$ cat config.mk
export PLATFORM = sky130hd
export DESIGN_NAME = crc_framed_packet_decoder
export DESIGN_NICKNAME = d
export VERILOG_FILES = /design/src/rtl/cfpd_pkg.sv /design/src/rtl/crc_framed_packet_decoder.sv
export VERILOG_INCLUDE_DIRS = /design/src /design/src/rtl
export SDC_FILE = /design/constraint.sdc
export NUM_CORES = 1
export LEC_CHECK = 0
export ABC_AREA = 1
export BUFFER_PORTS_ARGS = -buffer_cell sky130_fd_sc_hd__buf_2
export CAP_MARGIN = 20
export CORE_MARGIN = 5
export CORE_UTILIZATION = 54
export CTS_BUF_LIST = sky130_fd_sc_hd__clkbuf_4 sky130_fd_sc_hd__clkbuf_8
export DETAILED_ROUTE_END_ITERATION = 12
export PLACE_DENSITY_LB_ADDON = 0.3
export SKIP_LAST_GASP = 1
export SLEW_MARGIN = 20
export SYNTH_ARGS = -nofsm -noshare
export SYNTH_HDL_FRONTEND = slang
export SYNTH_SLANG_ARGS = --single-unit
$ cat constraint.sdc
create_clock -name i_clk -period 10.6 [get_ports i_clk]
set_clock_uncertainty 0.1 [all_clocks]
set_input_delay 2.12 -clock i_clk [delete_from_list [all_inputs] [get_ports i_clk]]
set_output_delay 2.12 -clock i_clk [all_outputs]
set_load 0.02 [all_outputs]
$ cat src/rtl/crc_framed_packet_decoder_macros.svh
// Assertion macros shared by the decoder RTL.
// Each takes a label, a triggering condition and the condition that must hold.
`ifndef CRC_FRAMED_PACKET_DECODER_MACROS_SVH
`define CRC_FRAMED_PACKET_DECODER_MACROS_SVH

`ifndef NO_ASSERTIONS

// The consequent must hold in the same cycle as the trigger.
`define CFPD_ASSERT_SAME(label, trig, cond) \
    label: assert property (@(posedge i_clk) disable iff (!i_rst_n) (trig) |-> (cond)) \
        else $error("decoder assertion failed");

// The consequent must hold in the cycle after the trigger.
`define CFPD_ASSERT_NEXT(label, trig, cond) \
    label: assert property (@(posedge i_clk) disable iff (!i_rst_n) (trig) |=> (cond)) \
        else $error("decoder assertion failed");

`else

`define CFPD_ASSERT_SAME(label, trig, cond)
`define CFPD_ASSERT_NEXT(label, trig, cond)

`endif

`endif

$ cat src/rtl/cfpd_pkg.sv
`timescale 1ns / 1ps

package cfpd_pkg;

    // Frame sizes by type, and the size of the byte store.
    localparam int COMMAND_BYTES = 24;
    localparam int ACK_BYTES     = 18;
    localparam int STORE_DEPTH   = 24;
    localparam int COUNT_W       = 5;

    // Header bytes.
    localparam logic [7:0] MAGIC_0      = 8'h52;
    localparam logic [7:0] MAGIC_1      = 8'h45;
    localparam logic [7:0] VERSION      = 8'h01;
    localparam logic [7:0] TYPE_COMMAND = 8'h01;
    localparam logic [7:0] TYPE_ACK     = 8'h02;

    // CRC-16/CCITT-FALSE.
    localparam logic [15:0] CRC_INIT = 16'hFFFF;
    localparam logic [15:0] CRC_POLY = 16'h1021;

    // Result status codes.
    typedef enum logic [1:0] {
        ST_OK           = 2'd0,
        ST_BAD_HEADER   = 2'd1,
        ST_BAD_LENGTH   = 2'd2,
        ST_CRC_MISMATCH = 2'd3
    } t_status;

    // Input item.
    typedef struct packed {
        logic [7:0] data_byte;
        logic       last_byte;
    } t_in_item;

    // Result item.
    typedef struct packed {
        t_status     status;
        logic        frame_kind;
        logic [31:0] pair_id;
        logic [31:0] session_no;
        logic [15:0] sequence_res;
        logic [7:0]  code_or_state;
        logic [7:0]  flags_or_faults;
        logic [15:0] batt_mvolt;
        logic [31:0] powered_ms;
    } t_out_item;

endpackage

$ cat src/rtl/crc_framed_packet_decoder.sv
`timescale 1ns / 1ps
// Frame decoder for fixed-size packets protected by CRC-16/CCITT-FALSE. Bytes
// are taken one per cycle unless the input stalls, and the whole per-byte
// update (header check, byte store, byte-wide CRC step) happens in the cycle in
// which the item is accepted. On the byte marked last, one result item is
// written to the output register and the frame state clears; other bytes give
// no result. The input stalls only while a result waits in the output register
// and the receiver is stalling, for as long as both hold.
// Failed frames return their status with every other field zero.

`include "crc_framed_packet_decoder_macros.svh"

module crc_framed_packet_decoder (
    input  logic                 i_clk,
    input  logic                 i_rst_n,
    input  logic                 i_in_valid,
    output logic                 o_in_stall,
    input  cfpd_pkg::t_in_item   i_in_data,
    output logic                 o_out_valid,
    input  logic                 i_out_stall,
    output cfpd_pkg::t_out_item  o_out_data
);

    localparam logic [cfpd_pkg::COUNT_W-1:0] COUNT_MAX = '1;
    localparam logic [cfpd_pkg::COUNT_W-1:0] DEPTH_C =
        cfpd_pkg::COUNT_W'(cfpd_pkg::STORE_DEPTH);
    localparam logic [cfpd_pkg::COUNT_W-1:0] CMD_C =
        cfpd_pkg::COUNT_W'(cfpd_pkg::COMMAND_BYTES);
    localparam logic [cfpd_pkg::COUNT_W-1:0] ACK_C =
        cfpd_pkg::COUNT_W'(cfpd_pkg::ACK_BYTES);
    localparam logic [cfpd_pkg::COUNT_W-1:0] MIN_C = 5'd4;

    // One byte through the CRC, MSB first.
    function automatic logic [15:0] crc_byte(input logic [15:0] crc_in,
                                             input logic [7:0] b);
        logic [15:0] c;
        c = crc_in ^ {b, 8'h00};
        for (int k = 0; k < 8; k++) begin
            if (c[15]) begin
                c = {c[14:0], 1'b0} ^ cfpd_pkg::CRC_POLY;
            end else begin
                c = {c[14:0], 1'b0};
            end
        end
        return c;
    endfunction

    logic [cfpd_pkg::COUNT_W-1:0] r_count, n_count;
    logic [15:0]                  r_crc, r_crc_prev;
    logic                         r_header_bad, n_header_bad;
    logic                         r_kind, n_kind;
    logic [7:0]                   r_store [cfpd_pkg::STORE_DEPTH];
    logic                         r_out_valid;
    cfpd_pkg::t_out_item          r_out, n_out;

    logic        in_acc;
    logic [7:0]  crc_lo_byte;
    logic [15:0] crc_rx;

    assign in_acc     = i_in_valid && !o_in_stall;
    assign o_in_stall = r_out_valid && i_out_stall;

    // Header check on the first four bytes.
    always_comb begin
        n_header_bad = r_header_bad;
        n_kind       = r_kind;
        unique case (r_count)
            5'd0: if (i_in_data.data_byte != cfpd_pkg::MAGIC_0) n_header_bad = 1'b1;
            5'd1: if (i_in_data.data_byte != cfpd_pkg::MAGIC_1) n_header_bad = 1'b1;
            5'd2: if (i_in_data.data_byte != cfpd_pkg::VERSION) n_header_bad = 1'b1;
            5'd3: begin
                if (i_in_data.data_byte == cfpd_pkg::TYPE_ACK) begin
                    n_kind = 1'b1;
                end else if (i_in_data.data_byte != cfpd_pkg::TYPE_COMMAND) begin
                    n_header_bad = 1'b1;
                end
            end
            default: ;
        endcase
        n_count = (r_count < COUNT_MAX) ? r_count + 5'd1 : COUNT_MAX;
    end

    // Received CRC: low byte comes from the byte store, high byte is this one.
    assign crc_lo_byte = n_kind ? r_store[cfpd_pkg::ACK_BYTES-2]
                                : r_store[cfpd_pkg::COMMAND_BYTES-2];
    assign crc_rx      = {i_in_data.data_byte, crc_lo_byte};

    // Result for a frame that ends with this byte.
    always_comb begin
        n_out = '0;
        priority if (n_header_bad || n_count < MIN_C) begin
            n_out.status = cfpd_pkg::ST_BAD_HEADER;
        end else if (n_count != (n_kind ? ACK_C : CMD_C)) begin
            n_out.status = cfpd_pkg::ST_BAD_LENGTH;
        end else if (r_crc_prev != crc_rx) begin
            n_out.status = cfpd_pkg::ST_CRC_MISMATCH;
        end else begin
            n_out.status          = cfpd_pkg::ST_OK;
            n_out.frame_kind      = n_kind;
            n_out.pair_id         = {r_store[7], r_store[6], r_store[5], r_store[4]};
            n_out.session_no      = {r_store[11], r_store[10], r_store[9], r_store[8]};
            n_out.sequence_res    = {r_store[13], r_store[12]};
            n_out.code_or_state   = r_store[14];
            n_out.flags_or_faults = r_store[15];
            if (!n_kind) begin
                n_out.batt_mvolt = {r_store[17], r_store[16]};
                n_out.powered_ms = {r_store[21], r_store[20], r_store[19], r_store[18]};
            end
        end
    end

    // Frame state: cleared after the last byte of each frame.
    always_ff @(posedge i_clk) begin
        if (!i_rst_n) begin
            r_count      <= '0;
            r_crc        <= cfpd_pkg::CRC_INIT;
            r_crc_prev   <= cfpd_pkg::CRC_INIT;
            r_header_bad <= 1'b0;
            r_kind       <= 1'b0;
        end else if (in_acc) begin
            if (i_in_data.last_byte) begin
                r_count      <= '0;
                r_crc        <= cfpd_pkg::CRC_INIT;
                r_crc_prev   <= cfpd_pkg::CRC_INIT;
                r_header_bad <= 1'b0;
                r_kind       <= 1'b0;
            end else begin
                r_count      <= n_count;
                r_crc        <= crc_byte(r_crc, i_in_data.data_byte);
                r_crc_prev   <= r_crc;
                r_header_bad <= n_header_bad;
                r_kind       <= n_kind;
            end
        end
    end

    // Byte store: the first bytes of the frame, at their positions.
    always_ff @(posedge i_clk) begin
        if (in_acc && r_count < DEPTH_C) begin
            r_store[r_count] <= i_in_data.data_byte;
        end
    end

    // Output register.
    always_ff @(posedge i_clk) begin
        if (!i_rst_n) begin
            r_out_valid <= 1'b0;
        end else if (in_acc && i_in_data.last_byte) begin
            r_out_valid <= 1'b1;
        end else if (!i_out_stall) begin
            r_out_valid <= 1'b0;
        end
    end

    always_ff @(posedge i_clk) begin
        if (in_acc && i_in_data.last_byte) begin
            r_out <= n_out;
        end
    end

    assign o_out_valid = r_out_valid;
    assign o_out_data  = r_out;

    // Checks.
    `CFPD_ASSERT_NEXT(a_clear_after_last, in_acc && i_in_data.last_byte, r_count == '0)
    `CFPD_ASSERT_SAME(a_stall_only_full, o_in_stall, r_out_valid)
    `CFPD_ASSERT_SAME(a_fail_fields_zero, r_out_valid && r_out.status != cfpd_pkg::ST_OK,
                      r_out.pair_id == '0 && r_out.frame_kind == 1'b0)
    `CFPD_ASSERT_SAME(a_ack_no_uptime, r_out_valid && r_out.frame_kind,
                      r_out.powered_ms == '0 && r_out.batt_mvolt == '0)

endmodule
---- Word level (Yosys, flattened, before mapping) ----
Memory sizes are Yosys's and may differ from the RTL's. A register that Yosys moved wholly into a read port is not among the register bits.
Cells that the tools add are included.
Widths: inputs -> output; s select.
storage, ports and cells
  register bits after elaboration ......... 59
  bits in writable memories ............... 192
  output and inout port bits .............. 149
  logic and storage cells ................. 92
  memories kept ........................... 1
operators by class
  add/sub/neg operators ................... 1
  $lt $le $gt $ge ......................... 3
  eq/ne operators ......................... 10
  muxes and demuxes ....................... 50
  bitwise operators ....................... 9
  reduce and logical (&&, ||, !) cells .... 9
memories
  memory   depth  width  read ports  clocked after Yosys merged registers in  wr ports  line                             text
  r_store  24     8      19          17                                       1         crc_framed_packet_decoder.sv:52  logic [7:0] r_store [cfpd_pkg::STORE_DEPTH];
operators with widths
  cell                 number
  $mux 16              23
  $mux 13              8
  $not 3->3            8
  $ne 16x16->1         1
  $ne 8x7->1 const B   2
  $xor 16x16->16       1
  $mux 1               12
  $eq 5x2->1 const B   2
  $lt 5x5->1 const B   2
  $mux 5               2
  $eq 8x2->1 const B   1
  $mux 8               1
  $ne 8x1->1 const B   1
  $add 5x1->5 const B  1
  $eq 5x1->1 const B   1
  $logic_not 5->1      1
  $lt 5x3->1 const B   1
  $ne 5x5->1           1
  $logic_and 1x1->1    4
  $mux 2               2
  $mux 4               1
  $pmux 1 s4           1
  $reduce_or 4->1      1
  $reduce_or 3->1      1
  3 further kinds      3

---- Depth between registers and ports, before layout ----
  depth after elaboration ................. 39
  depth in mapped cells ................... 18

---- Worst setup path before layout ----
Ideal clock, no wire load.
  kind .................................... input-to-reg
  start point ............................. in i_out_stall
  end point ............................... reg r_crc[2]
  library setup time ...................... 0.079 ns
  arrival ................................. 9.860 ns
  slack ................................... 0.561 ns
  stages .................................. 8
  cell sequence ........................... nand2_1 > nand2_1 > nor2_1 > inv_1 > nand2_1 > inv_1 > clkbuf_1 > o211ai_1
between the ends
  cells in the longest elaborated chain, start to end .. 3
ends and longest elaborated chain
  what                  line                              text
  from (decl)           crc_framed_packet_decoder.sv:20   input logic i_out_stall,
  $logic_and 1x1->1     crc_framed_packet_decoder.sv:61   assign o_in_stall = r_out_valid && i_out_stall;
  $logic_not 1->1       crc_framed_packet_decoder.sv:60   assign in_acc = i_in_valid && !o_in_stall;
  $logic_and 1x1->1     crc_framed_packet_decoder.sv:60
  to (signal assigned)  crc_framed_packet_decoder.sv:116  r_crc <= cfpd_pkg::CRC_INIT;
  to (signal assigned)  crc_framed_packet_decoder.sv:123  r_crc <= cfpd_pkg::CRC_INIT;
  to (signal assigned)  crc_framed_packet_decoder.sv:129  r_crc <= crc_byte(r_crc, i_in_data.data_byte);
  to (decl)             crc_framed_packet_decoder.sv:49   logic [15:0] r_crc, r_crc_prev;
Every way passes these cells.
A chain may end at the register's enable or synchronous reset.

---- Worst setup path in the final report ----
  start point ............................. in i_in_data[3] (netlist name)
  end point ............................... reg, netlist name o_out_data[60]
between the ends
  cells in the longest elaborated chain, start to end .. 6
  elaborated cells between the ends (all ways) .. 17
ends and longest elaborated chain
  what                                             line                                                                                               text
  from (decl)                                      crc_framed_packet_decoder.sv:18                                                                    input cfpd_pkg::t_in_item i_in_data,
  $eq 8x2->1 / $ne 8x1->1 (equally long branches)  crc_framed_packet_decoder.sv:72, crc_framed_packet_decoder.sv:70, crc_framed_packet_decoder.sv:74
  $mux 1, on equally long branches                 crc_framed_packet_decoder.sv:72, crc_framed_packet_decoder.sv:70, crc_framed_packet_decoder.sv:74
  $mux 1, on equally long branches                 crc_framed_packet_decoder.sv:67, crc_framed_packet_decoder.sv:72
  $mux 8 (tied with other cells)                   crc_framed_packet_decoder.sv:84                                                                    assign crc_lo_byte = n_kind ? r_store[cfpd_pkg::ACK_BYTES-2]
  $ne 16x16->1 (tied with other cells)             crc_framed_packet_decoder.sv:95                                                                    end else if (r_crc_prev != crc_rx) begin
  $reduce_or 3->1 (no source line) *               n/a
Mark *: on every way between the ends. The rest lies on a longest branch, timed or not.

==> results.toml <==
[routing]
first_pass_iters = 5
drt-vias-per-instance = 4.77
wl_mm = 25.1
drtIter0Drc = 622
vias = 7425
wire_per_inst_microns = 16.1
drc_errors = 0
ant_nets = 0

[clock_tree]
root_buffer = "clkbuf_8"
cts_htree_levels = 2
cts_tree = "yes"
cts_buffers = 52
cts.clk_slew.worst_paths_ns = 0.06
cts_resized = 0
cts_hold_buffers = 0
clock_latency_ns = 0.56
cts_num_sinks = 339
clock_path_buffers = 3
cts_setup_buffers = 0

[global_routing]
antenna_found_initial = 0
globalRouteOverflowTotal = 0
grt_util_all_layers_pct = 18.2
grt_pass1_wl_mm = 40.0
grt_pass1_vias = 7430
grt_max_degree = 82

[sta]
tns_ns = 0
maxSlewViolCount = 0
period_needed_ns = 5.07
rsz0062_at_grt = "false"
finalHoldViolCount = 0
finalCritPeriodShare_pct = 47.8
setup_violations = 0
worst_pin_slew_ns = 0.975
fin_ws_ns = 5.53
fmax_mhz = 197
holdWs_ns = 0.363
max-slew-margin-rel_pct = 35.0

[placed_design]
placed_cell_area_sq_mm = 0.0142
dp_slack_ns = 4.96
port_buffers = 161
dpl.hpwl_mm = 15.3
gp_congestion = 0.827

[power]
vdd_ir_drop_max_mv = 0.105
seq_power_share_pct = 55.8
intPower_uw = 2090
power.density_mw_per_mm2 = 178
p_sw_uw = 606
combPwrFrac_pct = 5.8
power.total_uw = 2700
switching_share_pct = 22.5
power.share.clock_pct = 38.4
p_leak_uw = 0.00610

[min_path]
hold_path_class = "register to register"

[setup_path]
rr_worst_depth = 15
cp-endpoint = "o_out_data[60]"
cp_cell_sequence = "buf_2 > inv_2 > nand2_1 > nor2_1 > nand3_2 > nand2_2 > nand2_1 > nand2_1 > nand2_1 > nand2_1 > nor2_1 > nand2_1 > nor2_4 > nand3_4 > buf_4 > nor2_1"
critPathSlowestCell = "buf_4"
critPathCaptureType = "register"
path_common_cell = "nand2_1"
critPathArrivalTime_ns = 5.23
rr_endpoint = "o_out_data[60]"
worstSetupPathType = "primary input to register"
slowest_delay_ns = 0.83
crit_start = "i_in_data[3]"
path_max_fanout = 65
start_kind = "primary input"
r2r_slack_ns = 6.87
worstPathRequired_ns = 10.76
r2r-start = "r_count[1]"

[die]
dieArea_sq_mm = 0.0274
ios = 162
core_sq_mm = 0.0241
start_util_pct = 54.3
rows = 57
fp.dieW_microns = 166
die_height_microns = 166

[finish]
final_area_sq_mm = 0.0152
final_cell_mix = "edfxtp_1, inv_1, buf_2"
layout_commonest_cell = "edfxtp_1"
nets = 1206
insertedDiodeCount = 0
syn_to_final_growth_pct = 16.0
drive_gt1_share_pct = 26.2

[logic_synthesis]
netlist_instances = 997
ys_seq_area_share_pct = 74.8
synth_area_leader_cell = "edfxtp_1"
yosys-top-cells-area = "edfxtp_1, dfxtp_1, inv_1"
synth_top_area_share_pct = 68.7
syn-num-nets = 1014
syn-cell-area_sq_mm = 0.0131
ys_types = 39
syn_avg_cell_area_sq_um = 13.1
yosys_warnings = 0
ys_ff_latch = 339

[job]
drv_cap = 0

[outcome]
status = "completed"
layer usage:
metal | global-route usage [%] | vias up | part of all wire (%)
li1 | - | 3650 | -
met1 | 24.4 | 3519 | 43
met2 | 30.8 | 226 | 50
met3 | 3.72 | 30 | 5.6
met4 | 4.95 | 0 | 1.5
met5 | 0 | - | 0
kinds of logic after synthesis:
| logic type | count (synthesis) | synth area share [%] |
|---|---|---|
| compound gates | 58 | 2.79 |
| xor+xnor | 22 | 1.47 |
| fa+ha+maj | 4 | 0.383 |
| buf+inv | 227 | 7.28 |
| flops | 339 | 74.8 |
| simple gates | 347 | 13.3 |
worst min-delay path by stage:
stage / start / to / slack, ns / cells past startpoint
6_report: r_header_bad / r_header_bad / 0.36 / 2
5_1_grt: r_header_bad / r_header_bad / 0.39 / 2
4_1_cts: r_header_bad / r_header_bad / 0.36 / 2
3_5_place_dp: r_header_bad / r_header_bad / 0.35 / 2
3_3_place_gp: r_header_bad / r_header_bad / 0.35 / 2
2_1_floorplan: r_header_bad / r_header_bad / 0.34 / 2
layout make-up:
cell class                 count  area, sq um
clock buffer                  66          821
clock inverter                31          188
fill                        1898         8940
inverter                     198          748
multi-input combinational    431         2370
sequential                   339         9780
tap                          324          405
timing repair buffer         167          851
worst max-delay path, delay by kind of cell:
family	cells	cell delay (ns)
buf+inv	3	1.29
simple gates	13	1.74
per-stage QoR:
step	utilization, %	instances
floorplan	-	997
global placement	58.7	1459
detailed placement	58.7	1459
CTS	62.9	1556
global route	62.9	1556
finish	62.9	1556
registers in the layout, summed over array words and instances, names as in the netlist:
signal        flops
r_store         152
o_out_data      147
r_crc            16
r_crc_prev       16
r_count           5
o_out_valid       1
r_header_bad      1
r_kind            1
power by group through the flow:
stage | Sequential (uW) | Clock, uW | Combinational [uW]
6_report | 1500 | 1040 | 156
5_1_grt | 1510 | 1140 | 171
4_1_cts | 1500 | 1060 | 158
3_5_place_dp | 1530 | 0 | 158
3_3_place_gp | 1530 | 0 | 156
2_1_floorplan | 1570 | 0 | 64.1
Yosys cell counts (all sizes together):
master,instances
a211oi,1
xor2,12
clkinv,2
buf,13
a21oi,16
nor3,9
xnor2,10
nand3,28
nand3b,8
nand2,108
o31ai,1
o21ai,13
dfxtp,40
ha,4
nor4,1
clkbuf,16
o22ai,1
or2,3
edfxtp,299
inv,196
nand4,2
o211ai,26
nor2,188
Note: power is estimated with default switching activity, not from simulation.
